## src/hdl/llfr_pkg.sv

```systemverilog
// ----------------------------------------------------------------------------
// llfr_pkg
// Shared widths, register indexes, reset values and the request/response
// structs between the ramp controller and its serial multiply/divide unit.
// ----------------------------------------------------------------------------
package llfr_pkg;

    localparam int LEVEL_BITS    = 8;
    localparam int PERIOD_BITS   = 16;
    localparam int POS_BITS      = PERIOD_BITS + 1;
    localparam int PROD_BITS     = LEVEL_BITS + PERIOD_BITS;
    localparam int SUM_BITS      = PROD_BITS + 2;
    localparam int MD_CNT_BITS   = $clog2(PROD_BITS);
    localparam int CFG_IDX_BITS  = 2;
    localparam int CFG_DATA_BITS = (PERIOD_BITS > LEVEL_BITS) ? PERIOD_BITS : LEVEL_BITS;

    localparam logic [LEVEL_BITS-1:0]  LEVEL_MAX       = '1;
    localparam logic [LEVEL_BITS-1:0]  RST_START_LEVEL = '0;
    localparam logic [LEVEL_BITS-1:0]  RST_END_LEVEL   = LEVEL_BITS'(255);
    localparam logic [PERIOD_BITS-1:0] RST_PERIOD      = PERIOD_BITS'(35);

    typedef enum logic [CFG_IDX_BITS-1:0] {
        REG_START_LEVEL  = CFG_IDX_BITS'(0),
        REG_END_LEVEL    = CFG_IDX_BITS'(1),
        REG_PERIOD_TICKS = CFG_IDX_BITS'(2),
        REG_ONE_SHOT     = CFG_IDX_BITS'(3)
    } t_cfg_reg;

    typedef struct packed {
        logic                   start;
        logic [LEVEL_BITS-1:0]  mult;
        logic [PERIOD_BITS-1:0] mcand;
        logic [PERIOD_BITS-1:0] divisor;
    } t_md_req;

    typedef struct packed {
        logic                 done;
        logic [PROD_BITS-1:0] quot;
    } t_md_rsp;

endpackage

```

## src/hdl/llfr_mul_div.sv

```systemverilog
// ----------------------------------------------------------------------------
// llfr_mul_div
// Bit-serial unsigned multiply (shift-add, LSB first) followed by a
// restoring divide, one quotient bit per cycle, in one shared register.
// ----------------------------------------------------------------------------
module llfr_mul_div
    import llfr_pkg::*;
(
    input  logic    i_clk,
    input  logic    i_rst_n,
    input  t_md_req i_req,
    output t_md_rsp o_rsp
);

    typedef enum logic [2:0] {
        U_IDLE = 3'b001,
        U_MUL  = 3'b010,
        U_DIV  = 3'b100
    } t_md_state;

    t_md_state              r_state, n_state;
    logic [MD_CNT_BITS-1:0] r_cnt, n_cnt;
    logic [PROD_BITS-1:0]   r_acc, n_acc;
    logic [PERIOD_BITS-1:0] r_rem, n_rem;
    logic [PERIOD_BITS-1:0] r_mcand, n_mcand;
    logic [PERIOD_BITS-1:0] r_div, n_div;
    logic                   r_done, n_done;

    always_comb begin
        logic [PERIOD_BITS:0] t_sum;
        logic [PERIOD_BITS:0] t_trial;
        logic                 t_ge;
        logic [PERIOD_BITS:0] t_rem;

        n_state = r_state;
        n_cnt   = r_cnt;
        n_acc   = r_acc;
        n_rem   = r_rem;
        n_mcand = r_mcand;
        n_div   = r_div;
        n_done  = 1'b0;

        t_sum   = {1'b0, r_acc[PROD_BITS-1:LEVEL_BITS]}
                + (r_acc[0] ? {1'b0, r_mcand} : '0);
        t_trial = {r_rem, r_acc[PROD_BITS-1]};
        t_ge    = (t_trial >= {1'b0, r_div});
        t_rem   = t_ge ? (t_trial - {1'b0, r_div}) : t_trial;

        case (r_state)
            U_IDLE: begin
                if (i_req.start) begin
                    n_acc   = {{PERIOD_BITS{1'b0}}, i_req.mult};
                    n_mcand = i_req.mcand;
                    n_div   = i_req.divisor;
                    n_cnt   = MD_CNT_BITS'(LEVEL_BITS - 1);
                    n_state = U_MUL;
                end
            end
            U_MUL: begin
                // add the multiplicand into the upper PERIOD_BITS bits when bit 0 is set, shift right
                n_acc = {t_sum, r_acc[LEVEL_BITS-1:1]};
                if (r_cnt == '0) begin
                    n_cnt   = MD_CNT_BITS'(PROD_BITS - 1);
                    n_rem   = '0;
                    n_state = U_DIV;
                end else begin
                    n_cnt = r_cnt - 1'b1;
                end
            end
            U_DIV: begin
                // shift one dividend bit into the remainder, shift quotient bit in
                n_rem = t_rem[PERIOD_BITS-1:0];
                n_acc = {r_acc[PROD_BITS-2:0], t_ge};
                if (r_cnt == '0) begin
                    n_done  = 1'b1;
                    n_state = U_IDLE;
                end else begin
                    n_cnt = r_cnt - 1'b1;
                end
            end
            default: begin
                n_state = U_IDLE;
            end
        endcase
    end

    always_ff @(posedge i_clk) begin
        if (!i_rst_n) begin
            r_state <= U_IDLE;
            r_cnt   <= '0;
            r_done  <= 1'b0;
        end else begin
            r_state <= n_state;
            r_cnt   <= n_cnt;
            r_done  <= n_done;
        end
    end

    always_ff @(posedge i_clk) begin
        r_acc   <= n_acc;
        r_rem   <= n_rem;
        r_mcand <= n_mcand;
        r_div   <= n_div;
    end

    assign o_rsp.done = r_done;
    assign o_rsp.quot = r_acc;

endmodule

```

## src/hdl/linear_light_fade_ramp_unit.sv

```systemverilog
// ----------------------------------------------------------------------------
// linear_light_fade_ramp_unit
// Light level ramp between two levels over a programmable number of ticks,
// in one-shot or back-and-forth glow mode.
// ----------------------------------------------------------------------------
// Usage:
//   Input channel (i_valid / i_restart / o_stall): each item is one tick
//   (i_restart = 0) or a restart that reloads the ramp from the start/end
//   level registers (i_restart = 1). Every item gives exactly one result
//   item on the output channel (o_valid / o_light_level / o_finished),
//   which the receiver holds off with i_stall.
//   Configuration channel (i_cfg_valid / o_cfg_ready / i_cfg_index /
//   i_cfg_data) is always ready; write it only while the block is idle.
//   Flow: one item at a time; o_stall is high from acceptance until the
//   result moves into the output register. A tick that moves along the
//   ramp runs the serial multiply/divide unit, a multiply and then a
//   restoring divide, before its result is queued for the output register.
//   A restart, a tick after a finished fade or the final tick of a one-shot
//   fade skips the unit and goes straight to the output stage.
//   Reset: registers return to start 0, end 255, period 35, glow mode;
//   the ramp sits at position -1, not finished. When the receiver stalls,
//   the result holds in the output register and the next item may be
//   accepted and computed meanwhile; its result waits until the output
//   register frees up.
// ----------------------------------------------------------------------------
module linear_light_fade_ramp_unit
    import llfr_pkg::*;
(
    input  logic                     i_clk,
    input  logic                     i_rst_n,
    input  logic                     i_valid,
    input  logic                     i_restart,
    output logic                     o_stall,
    output logic                     o_valid,
    output logic [LEVEL_BITS-1:0]    o_light_level,
    output logic                     o_finished,
    input  logic                     i_stall,
    input  logic                     i_cfg_valid,
    output logic                     o_cfg_ready,
    input  logic [CFG_IDX_BITS-1:0]  i_cfg_index,
    input  logic [CFG_DATA_BITS-1:0] i_cfg_data
);

    typedef enum logic [2:0] {
        S_IDLE = 3'b001,
        S_CALC = 3'b010,
        S_LOAD = 3'b100
    } t_state;

    // configuration registers
    logic [LEVEL_BITS-1:0]  r_cfg_start;
    logic [LEVEL_BITS-1:0]  r_cfg_end;
    logic [PERIOD_BITS-1:0] r_cfg_period;
    logic                   r_cfg_one_shot;

    // ramp state
    t_state                     r_state, n_state;
    logic [LEVEL_BITS-1:0]      r_from, n_from;
    logic [LEVEL_BITS-1:0]      r_to, n_to;
    logic signed [POS_BITS-1:0] r_pos, n_pos;
    logic                       r_done, n_done;
    logic                       r_neg, n_neg;

    // result waiting for the output register, and the output register
    logic [LEVEL_BITS-1:0] r_res_level, n_res_level;
    logic                  r_res_fin, n_res_fin;
    logic                  r_out_valid, n_out_valid;
    logic [LEVEL_BITS-1:0] r_out_level, n_out_level;
    logic                  r_out_fin, n_out_fin;

    logic                   w_accept;
    logic [PERIOD_BITS-1:0] w_period;
    t_md_req                w_md_req;
    t_md_rsp                w_md_rsp;

    assign o_stall     = (r_state != S_IDLE);
    assign w_accept    = i_valid && !o_stall;
    assign o_cfg_ready = 1'b1;

    // a period of zero runs as a period of one
    assign w_period = (r_cfg_period == '0) ? PERIOD_BITS'(1) : r_cfg_period;

    // ------------------------------------------------------------------------
    // Configuration writes
    // ------------------------------------------------------------------------
    always_ff @(posedge i_clk) begin
        if (!i_rst_n) begin
            r_cfg_start    <= RST_START_LEVEL;
            r_cfg_end      <= RST_END_LEVEL;
            r_cfg_period   <= RST_PERIOD;
            r_cfg_one_shot <= 1'b0;
        end else if (i_cfg_valid && o_cfg_ready) begin
            case (t_cfg_reg'(i_cfg_index))
                REG_START_LEVEL:  r_cfg_start    <= i_cfg_data[LEVEL_BITS-1:0];
                REG_END_LEVEL:    r_cfg_end      <= i_cfg_data[LEVEL_BITS-1:0];
                REG_PERIOD_TICKS: r_cfg_period   <= i_cfg_data[PERIOD_BITS-1:0];
                REG_ONE_SHOT:     r_cfg_one_shot <= i_cfg_data[0];
                default: ;
            endcase
        end
    end

    // ------------------------------------------------------------------------
    // Item handling: step the ramp on acceptance, then either hand the
    // level formula to the serial unit or queue the result directly.
    // ------------------------------------------------------------------------
    always_comb begin
        logic signed [POS_BITS-1:0] t_pos_inc;
        logic signed [POS_BITS-1:0] t_pos_sub;
        logic                       t_wrap;
        logic [LEVEL_BITS:0]        t_diff;
        logic [LEVEL_BITS:0]        t_mag;
        logic signed [SUM_BITS-1:0] t_from_ext;
        logic signed [SUM_BITS-1:0] t_q_ext;
        logic signed [SUM_BITS-1:0] t_sum;

        n_state     = r_state;
        n_from      = r_from;
        n_to        = r_to;
        n_pos       = r_pos;
        n_done      = r_done;
        n_neg       = r_neg;
        n_res_level = r_res_level;
        n_res_fin   = r_res_fin;
        n_out_valid = r_out_valid;
        n_out_level = r_out_level;
        n_out_fin   = r_out_fin;

        t_pos_inc = r_pos + POS_BITS'(1);
        t_pos_sub = t_pos_inc - $signed({1'b0, w_period});
        t_wrap    = (r_pos >= $signed({1'b0, w_period}));

        // level = from +/- |to - from| * pos / period, before the clamp
        t_from_ext = $signed({{(SUM_BITS-LEVEL_BITS){1'b0}}, r_from});
        t_q_ext    = $signed({2'b00, w_md_rsp.quot});
        t_sum      = r_neg ? (t_from_ext - t_q_ext) : (t_from_ext + t_q_ext);

        w_md_req       = '0;
        w_md_req.start = 1'b0;

        // drop the output item once the receiver takes it
        if (r_out_valid && !i_stall) begin
            n_out_valid = 1'b0;
        end

        case (r_state)
            S_IDLE: begin
                if (w_accept) begin
                    n_state = S_LOAD;
                    if (i_restart) begin
                        n_from      = r_cfg_start;
                        n_to        = r_cfg_end;
                        n_pos       = '1;
                        n_done      = 1'b0;
                        n_res_level = r_cfg_start;
                        n_res_fin   = 1'b0;
                    end else if (r_done) begin
                        // finished fade: hold at the end level
                        n_res_level = r_to;
                        n_res_fin   = 1'b1;
                    end else if (t_wrap && r_cfg_one_shot) begin
                        n_pos       = t_pos_inc;
                        n_done      = 1'b1;
                        n_res_level = r_to;
                        n_res_fin   = 1'b1;
                    end else begin
                        if (t_wrap) begin
                            // end of a glow leg: reverse direction
                            n_from = r_to;
                            n_to   = r_from;
                            n_pos  = t_pos_sub;
                        end else begin
                            n_pos = t_pos_inc;
                        end
                        n_res_fin = 1'b0;
                        n_state   = S_CALC;
                    end
                end
            end
            S_CALC: begin
                if (w_md_rsp.done) begin
                    // clamp the level to range
                    if (t_sum[SUM_BITS-1]) begin
                        n_res_level = '0;
                    end else if (t_sum > $signed({{(SUM_BITS-LEVEL_BITS){1'b0}}, LEVEL_MAX}))
                    begin
                        n_res_level = LEVEL_MAX;
                    end else begin
                        n_res_level = t_sum[LEVEL_BITS-1:0];
                    end
                    n_state = S_LOAD;
                end
            end
            S_LOAD: begin
                // advance into the output register once it is free
                if (!r_out_valid || !i_stall) begin
                    n_out_valid = 1'b1;
                    n_out_level = r_res_level;
                    n_out_fin   = r_res_fin;
                    n_state     = S_IDLE;
                end
            end
            default: begin
                n_state = S_IDLE;
            end
        endcase

        // operands for the serial unit come from the stepped ramp state
        t_diff = {1'b0, n_to} - {1'b0, n_from};
        t_mag  = t_diff[LEVEL_BITS] ? ((LEVEL_BITS+1)'(0) - t_diff) : t_diff;
        if ((r_state == S_IDLE) && (n_state == S_CALC)) begin
            n_neg = t_diff[LEVEL_BITS];
        end
        w_md_req.start   = (r_state == S_IDLE) && (n_state == S_CALC);
        w_md_req.mult    = t_mag[LEVEL_BITS-1:0];
        w_md_req.mcand   = n_pos[PERIOD_BITS-1:0];
        w_md_req.divisor = w_period;
    end

    always_ff @(posedge i_clk) begin
        if (!i_rst_n) begin
            r_state     <= S_IDLE;
            r_from      <= RST_START_LEVEL;
            r_to        <= RST_END_LEVEL;
            r_pos       <= '1;
            r_done      <= 1'b0;
            r_neg       <= 1'b0;
            r_out_valid <= 1'b0;
        end else begin
            r_state     <= n_state;
            r_from      <= n_from;
            r_to        <= n_to;
            r_pos       <= n_pos;
            r_done      <= n_done;
            r_neg       <= n_neg;
            r_out_valid <= n_out_valid;
        end
    end

    always_ff @(posedge i_clk) begin
        r_res_level <= n_res_level;
        r_res_fin   <= n_res_fin;
        r_out_level <= n_out_level;
        r_out_fin   <= n_out_fin;
    end

    llfr_mul_div u_mul_div (
        .i_clk   (i_clk),
        .i_rst_n (i_rst_n),
        .i_req   (w_md_req),
        .o_rsp   (w_md_rsp)
    );

    assign o_valid       = r_out_valid;
    assign o_light_level = r_out_level;
    assign o_finished    = r_out_fin;

endmodule
```

## config.mk

```make
export PLATFORM = sky130hd
export DESIGN_NAME = linear_light_fade_ramp_unit
export DESIGN_NICKNAME = d
export VERILOG_FILES = /design/src/hdl/llfr_pkg.sv /design/src/hdl/llfr_mul_div.sv /design/src/hdl/linear_light_fade_ramp_unit.sv
export SDC_FILE = /design/constraint.sdc
export NUM_CORES = 1
export LEC_CHECK = 0
export BUFFER_PORTS_ARGS = -buffer_cell sky130_fd_sc_hd__buf_2
export CAP_MARGIN = 20
export CORE_UTILIZATION = 50
export CTS_CLUSTER_DIAMETER = 150
export DETAILED_ROUTE_END_ITERATION = 6
export GPL_TIMING_DRIVEN = 1
export PLACE_DENSITY_LB_ADDON = 0.08
export SYNTH_ARGS = -nofsm -noshare
export SYNTH_HDL_FRONTEND = slang
export SYNTH_SLANG_ARGS = --single-unit
```

## constraint.sdc

```tcl
create_clock -name i_clk -period 5.9 [get_ports i_clk]
set_input_delay 0.59 -clock i_clk [delete_from_list [all_inputs] [get_ports i_clk]]
set_output_delay 0.59 -clock i_clk [all_outputs]
set_load 0.03 [all_outputs]
```

Word level (Yosys, flattened, before mapping):

Cells that the tools add are included.
W data, S select, Z words.

* register bits after elaboration: 171
* input bits: 24
* output and inout port bits: 12
* logic and storage cells: 139

* add/sub/neg operators: 9
* magnitude comparators: 3
* equal/unequal tests: 19
* multiplexer cells: 57
* reductions and logical operators: 28

Operators by type and width (count)
* $mux W8: 20
* $mux W16: 6
* $pmux W24 S3: 1
* $mux W17: 4
* $pmux W16 S2: 1
* $mux W3: 9
* $gt A26 B9 Y1 const B: 1
* $mux W26: 1
* $add A8 B24 Y25: 1
* $sub A8 B24 Y25: 1
* $mux W24: 1
* $reduce_and A2 Y1: 10
* $pmux W3 S3: 2
* $add A16 B17 Y17: 1
* $add A17 B2 Y17 const B: 1
* $ge A17 B16 Y1: 1
* $ge A17 B17 Y1: 1
* $sub A17 B17 Y17: 1
* $logic_not A16 Y1: 1
* $pmux W8 S2: 1
* $sub A16 B16 Y16: 1
* $mux W5: 3
* $pmux W5 S3: 1
* $eq A3 B2 Y1 const B: 3
* 21 further kinds: 43

Longest topological paths before layout:

* word-level depth: 14
* gate-level depth with buffers: 24
* gate-level depth less buffers: 23

Modules after synthesis:

Synthesis repeated with hierarchy kept, for this count alone.

* cells, all modules: 1397
* area total of the unflattened synthesis: 12321.8 um^2

By module, submodules not included
* linear_light_fade_ramp_unit: instances 1, cells an instance 926, area an instance 7452.1 um^2, sequential area each 1981.9 um^2
* llfr_mul_div: instances 1, cells an instance 471, area an instance 4869.7 um^2, sequential area each 2342.2 um^2

Least setup slack after synthesis:

OpenSTA, ideal clock, no wires.

* path kind: flip-flop to flip-flop
* from: register r_cfg_period[10]
* to: register u_mul_div.r_acc[7] (data pin)
* setup time: 0.265 ns
* data arrival time: 4.374 ns
* data required time: 5.635 ns
* setup slack: 1.261 ns
* cell stages (with the launch flop): 25
* buffers on the path: 1
* period minus slack after synthesis: 4.639 ns
* path through: dfxtp_1 > nor4_1 > a41o_1 > ha_1 > inv_1 > a21oi_2 > o311ai_4 > a31o_4 > nor2_1 > clkbuf_1 > a22oi_1 > nor2_1 > a221oi_1 > inv_1 > ha_1 > nor2b_1 > o21ai_0 > nand2b_1 > a21o_1 > a21o_1 > maj3_1 > a21oi_1 > xnor2_1 > xnor2_1 > o21ai_1

RTL lines
* from (decl): line linear_light_fade_ramp_unit.sv:53 `logic [PERIOD_BITS-1:0] r_cfg_period;`
* from (signal assigned): line linear_light_fade_ramp_unit.sv:96 `REG_PERIOD_TICKS: r_cfg_period <= i_cfg_data[PERIOD_BITS-1:0];`
* to (signal assigned): line llfr_mul_div.sv:100 `r_acc <= n_acc;`
* to (decl): line llfr_mul_div.sv:23 `logic [PROD_BITS-1:0] r_acc, n_acc;`

==> run summary <==
The tools report the number of hold-slack violations in the final timing report as 0. The library cell with the highest instance count after synthesis is sky130_fd_sc_hd__nor2_1. Yosys printed 0 warnings. Once the clock tree was built, the setup fixing pass inserted 0 buffers. In the final layout, the share of cells above drive strength 1 is 8.26%. Across the run, the number of max-cap violations was 0. Summed over all layers, the global routing overflow is 0.

For this run, asynchronously set or reset flops after synthesis account for 0%. STA classifies the critical path endpoint as a register. In the routed layout, each cell is associated on average with a via count of 5.88. In the final design database the tool counted 1,440 nets. The via count of the first global-routing pass was 8,733; the proportion of total power due to net switching was 33.0%. Measured along the x axis, the die boundary spans 155 µm.

The wire length of the first global-routing pass is 46,700 µm. The path class of the tightest hold or removal check is primary input to register. The delay of the slowest cell on the worst path came out at 0.45 ns. The tools report the type of element launching the critical path as a register. The logs give 0 for the final-report max-slew violation count and 0 for the quantity of gates resized following cts. The synthesized netlist cell count was 1,322; the share of the clock period used by the worst path after layout was 89.1%. 0 antenna diodes ended up in the layout. The register-to-register setup slack is 0.64 ns, and the areal power density over the cells is 294 nW/µm². Clock tree synthesis found a total of 171 sinks. The logs give 9,502 for the overall via count from detail_route and 2.49 mW for the cell internal power dissipation. Summed over its instances, the top area cell type makes up 23.2% of the synthesized netlist area. The number of buffers inserted by port buffering is 34. Ranked by instance count, the synthesized netlist is headed by sky130_fd_sc_hd__nor2_1 (117), sky130_fd_sc_hd__nand2_1 (116), sky130_fd_sc_hd__a21oi_1 (93). 36 I/O pins were placed. The clock insertion delay at the later pin of the skew report is 0.43 ns, and the clock network fraction of total power is 31.2%. A synthesized cell averages 8.81 µm².

The share of total power dissipated in sequential elements is 38.0%. The minimum clock period after layout works out to 5.26 ns. The largest total area in the synthesized netlist belongs to sky130_fd_sc_hd__edfxtp_1. The share of total power dissipated in combinational logic is 30.9%.

Of all nets on the critical path, the largest fanout is 15. Before antenna repair, the detailed router went through 5 iterations. The arrival time of the worst setup path is 5.42 ns.

The relative slew slack came out at 31.5%. The number of standard-cell rows in the floorplan was 55. The number of clock buffers added by TritonCTS is 17. For this run, the share of the core covered by cells in the final layout is 55.6%. The largest individual stage delay along the critical path comes from the cell sky130_fd_sc_hd__a221oi_1.

Clock-pin slew was measured on the worst setup and hold paths at 0.07 ns. The number of H-tree levels was 4. The number of buffers and inverters on the critical path is 2. In this design, the largest share of critical-path delay is due to compound AO/OA/AOI/OAI gates. The synthesized design contains 171 register bits.

The logs give 21,800 µm for the estimated wirelength of the detail-placed design and 1,443 for the post-synth net total. The die outline height was 155 µm. In the synthesized netlist the dominant register cell turns out to be sky130_fd_sc_hd__edfxtp_1. For this run, the top clock speed supported by timing is 0.190 GHz.

Switching component of the power: 1.22 mW. The portion of the post-synthesis area used by sequential elements was 37.1%. For the all-layer global routing usage, the log shows 24.9%. By area the synthesized netlist is led by sky130_fd_sc_hd__edfxtp_1 (23%), sky130_fd_sc_hd__dfxtp_1 (14%), sky130_fd_sc_hd__ha_1 (9.8%).

Summed over all layers, the routed wires come to 28,900 µm. The core footprint is 22,700 µm². For this run, design rule violations remaining after detail routing come to 0. Setup violations remaining at the end of the flow were counted as 0. Buffers inserted to repair hold after CTS numbered 0. The flow ran to the end, and the final reports show no timing, DRC or antenna violations. In this run the static leakage power is 4.89 nW.

The worst-case IR drop observed on VDD is 0.192 mV. TritonCTS built the clock tree. The tools report the data required time of the worst path as 6.06 ns. Clock root buffer: sky130_fd_sc_hd__clkbuf_16. For the pin with the worst max-slew slack, the measured transition is 1.03 ns. Traced cell by cell, the critical path runs through nor4_1 > a41o_1 > ha_1 > inv_1 > a21oi_2 > o311ai_4 > a31o_4 > nor2_1 > a22oi_1 > nor2_1 > a221oi_1 > inv_1 > ha_1 > nor2b_1 > o21ai_0 > nand2b_1 > a21o_1 > a21o_1 > maj3_1 > a21oi_1 > xnor2_1 > xnor2_1 > o21ai_1. Setup repair after global routing left no endpoint under its margin. The maximum number of pins on one net before global-route repair is 44, and the violation count after the first detailed-route iteration is 795. The number of different library cells in the post-synthesis netlist is 84, and the number of antenna violations at the first check in global routing is 0. The congestion estimate from routability-driven global placement came to 0.888. The floorplan step defined a die boundary enclosing 23,900 µm².

The count of nets left with antenna violations after detail routing came out at 0. Summing every instance area after synthesis gives 11,600 µm². The critical path in this run is classified as register to register.

For the final database, setup skew stands at 0.0143 ns. Yosys mapped a number of flops with a built-in enable equal to 90. In the final routed layout, each cell accounts on average for 17.9 µm.

Setup total negative slack on the finished layout was measured at 0 ns. The longest clock path from root to sink contains 2 buffers. Once the floorplan was initialized, standard cells occupied 51.3% of the core. Relative to the synthesized area, the layout overhead comes to 8.39%.
[per-layer routing]
layer | vias to the layer above | track usage [%] | wire length [µm]
li1 | 4764 | - | -
met1 | 4477 | 37.5 | 14700
met2 | 237 | 38.1 | 12500
met3 | 24 | 2.35 | 1370
met4 | 0 | 5.85 | 328
met5 | - | 0 | 0
[power by group through the flow]
stage | clock network, mW | registers (mW) | logic, mW
4_1_cts | 1.18 | 1.41 | 1.14
2_1_floorplan | 0 | 1.40 | 0.923
3_5_place_dp | 0 | 1.43 | 1.13
6_report | 1.16 | 1.41 | 1.14
5_1_grt | 1.22 | 1.42 | 1.28
3_3_place_gp | 0 | 1.43 | 1.12
[tightest hold or removal path: stages]
cell                      delay [ns]
sky130_fd_sc_hd__buf_2          0.10
sky130_fd_sc_hd__nand2_1        0.05
sky130_fd_sc_hd__a21oi_1        0.05
[final cells by class]
| class | instances | area [µm²] |
|---|---|---|
| well taps | 285 | 357 |
| inverters | 80 | 300 |
| flip-flops and latches | 171 | 4320 |
| multi-input cells | 1002 | 6770 |
| clock buffers | 22 | 507 |
| clock inverters | 10 | 101 |
| repair buffers | 47 | 268 |
| fillers | 2062 | 10100 |
[kinds of logic (layout without fill, tap and decap cells)]
group | Yosys count | after routing | share of synthesized area (%)
other | 1 | 1 | 0.0322
buffers and inverters | 149 | 159 | 5.01
DFF | 171 | 171 | 37.1
adders and majority gates | 99 | 99 | 11.0
xor gates and xnor gates | 82 | 82 | 6.17
muxes | 24 | 24 | 2.14
AOI/OAI and AO/OA | 348 | 348 | 20.1
and+or+nand+nor | 448 | 448 | 18.4
[worst paths after layout]
path / from / endpoint / cells after the start
max: r_cfg_period[10]$_SDFFE_PN0P_ / u_mul_div.r_acc[7]$_DFFE_PP_ / 23
min: i_cfg_data[8] / r_cfg_period[8]$_SDFFE_PN0P_ / 3
max reg2reg: r_cfg_period[10]$_SDFFE_PN0P_ / u_mul_div.r_acc[7]$_DFFE_PP_ / 23
min reg2reg: r_res_level[5]$_DFFE_PP_ / o_light_level[5]$_DFFE_PP_ / 0
[state kept, by name, indices dropped and copies added (netlist names), 3 cells and up, named ones only]
signal / flops
o_light_level: 8
r_cfg_end: 8
r_cfg_period: 16
r_cfg_start: 8
r_from: 8
r_pos: 17
r_res_level: 8
r_state: 3
r_to: 7
u_mul_div.r_acc: 24
u_mul_div.r_cnt: 5
u_mul_div.r_div: 16
u_mul_div.r_mcand: 16
u_mul_div.r_rem: 16
u_mul_div.r_state: 3
[per-stage QoR]
| step | area, µm² | setup slack, ns | power (mW) | cells | hold slack (ns) |
|---|---|---|---|---|---|
| 6_report | 12600 | 0.641 | 3.71 | 1617 | 0.410 |
| 5_1_grt | 12600 | 0.203 | 3.91 | 1617 | 0.409 |
| 4_1_cts | 12600 | 0.604 | 3.72 | 1617 | 0.399 |
| 3_5_place_dp | 12000 | 0.624 | 2.56 | 1585 | 0.407 |
| 3_3_place_gp | 12000 | 0.728 | 2.55 | 1585 | 0.402 |
| 2_1_floorplan | 11600 | 1.26 | 2.32 | 1322 | 0.400 |
[layout by cell type, fill, tap and decap left out, types with 7 or more instances in the layout]
| cell | instances |
|---|---|
| sky130_fd_sc_hd__nor2_1 | 117 |
| sky130_fd_sc_hd__nand2_1 | 116 |
| sky130_fd_sc_hd__a21oi_1 | 93 |
| sky130_fd_sc_hd__ha_1 | 91 |
| sky130_fd_sc_hd__edfxtp_1 | 90 |
| sky130_fd_sc_hd__dfxtp_1 | 81 |
| sky130_fd_sc_hd__inv_1 | 80 |
| sky130_fd_sc_hd__o21ai_0 | 73 |
| sky130_fd_sc_hd__nand3_1 | 54 |
| sky130_fd_sc_hd__xnor2_1 | 54 |
| sky130_fd_sc_hd__nand2b_1 | 35 |
| sky130_fd_sc_hd__buf_2 | 34 |
| sky130_fd_sc_hd__nor3_1 | 28 |
| sky130_fd_sc_hd__xor2_1 | 28 |
| sky130_fd_sc_hd__and2_1 | 26 |
| sky130_fd_sc_hd__a22oi_1 | 24 |
| sky130_fd_sc_hd__o31ai_1 | 20 |
| sky130_fd_sc_hd__clkbuf_16 | 19 |
| sky130_fd_sc_hd__mux2i_1 | 17 |
| sky130_fd_sc_hd__nor2b_1 | 16 |
| sky130_fd_sc_hd__nand4_1 | 15 |
| sky130_fd_sc_hd__a21o_1 | 14 |
| sky130_fd_sc_hd__a31oi_1 | 13 |
| sky130_fd_sc_hd__buf_4 | 13 |
| sky130_fd_sc_hd__a22o_1 | 10 |
| sky130_fd_sc_hd__o211ai_1 | 9 |
| sky130_fd_sc_hd__or3_1 | 8 |
| sky130_fd_sc_hd__a221oi_1 | 8 |
| sky130_fd_sc_hd__o22ai_1 | 8 |
| sky130_fd_sc_hd__o21bai_1 | 8 |
| sky130_fd_sc_hd__a211oi_1 | 7 |
| sky130_fd_sc_hd__mux2_2 | 7 |
No activity file was read; power rests on OpenSTA's default activity.
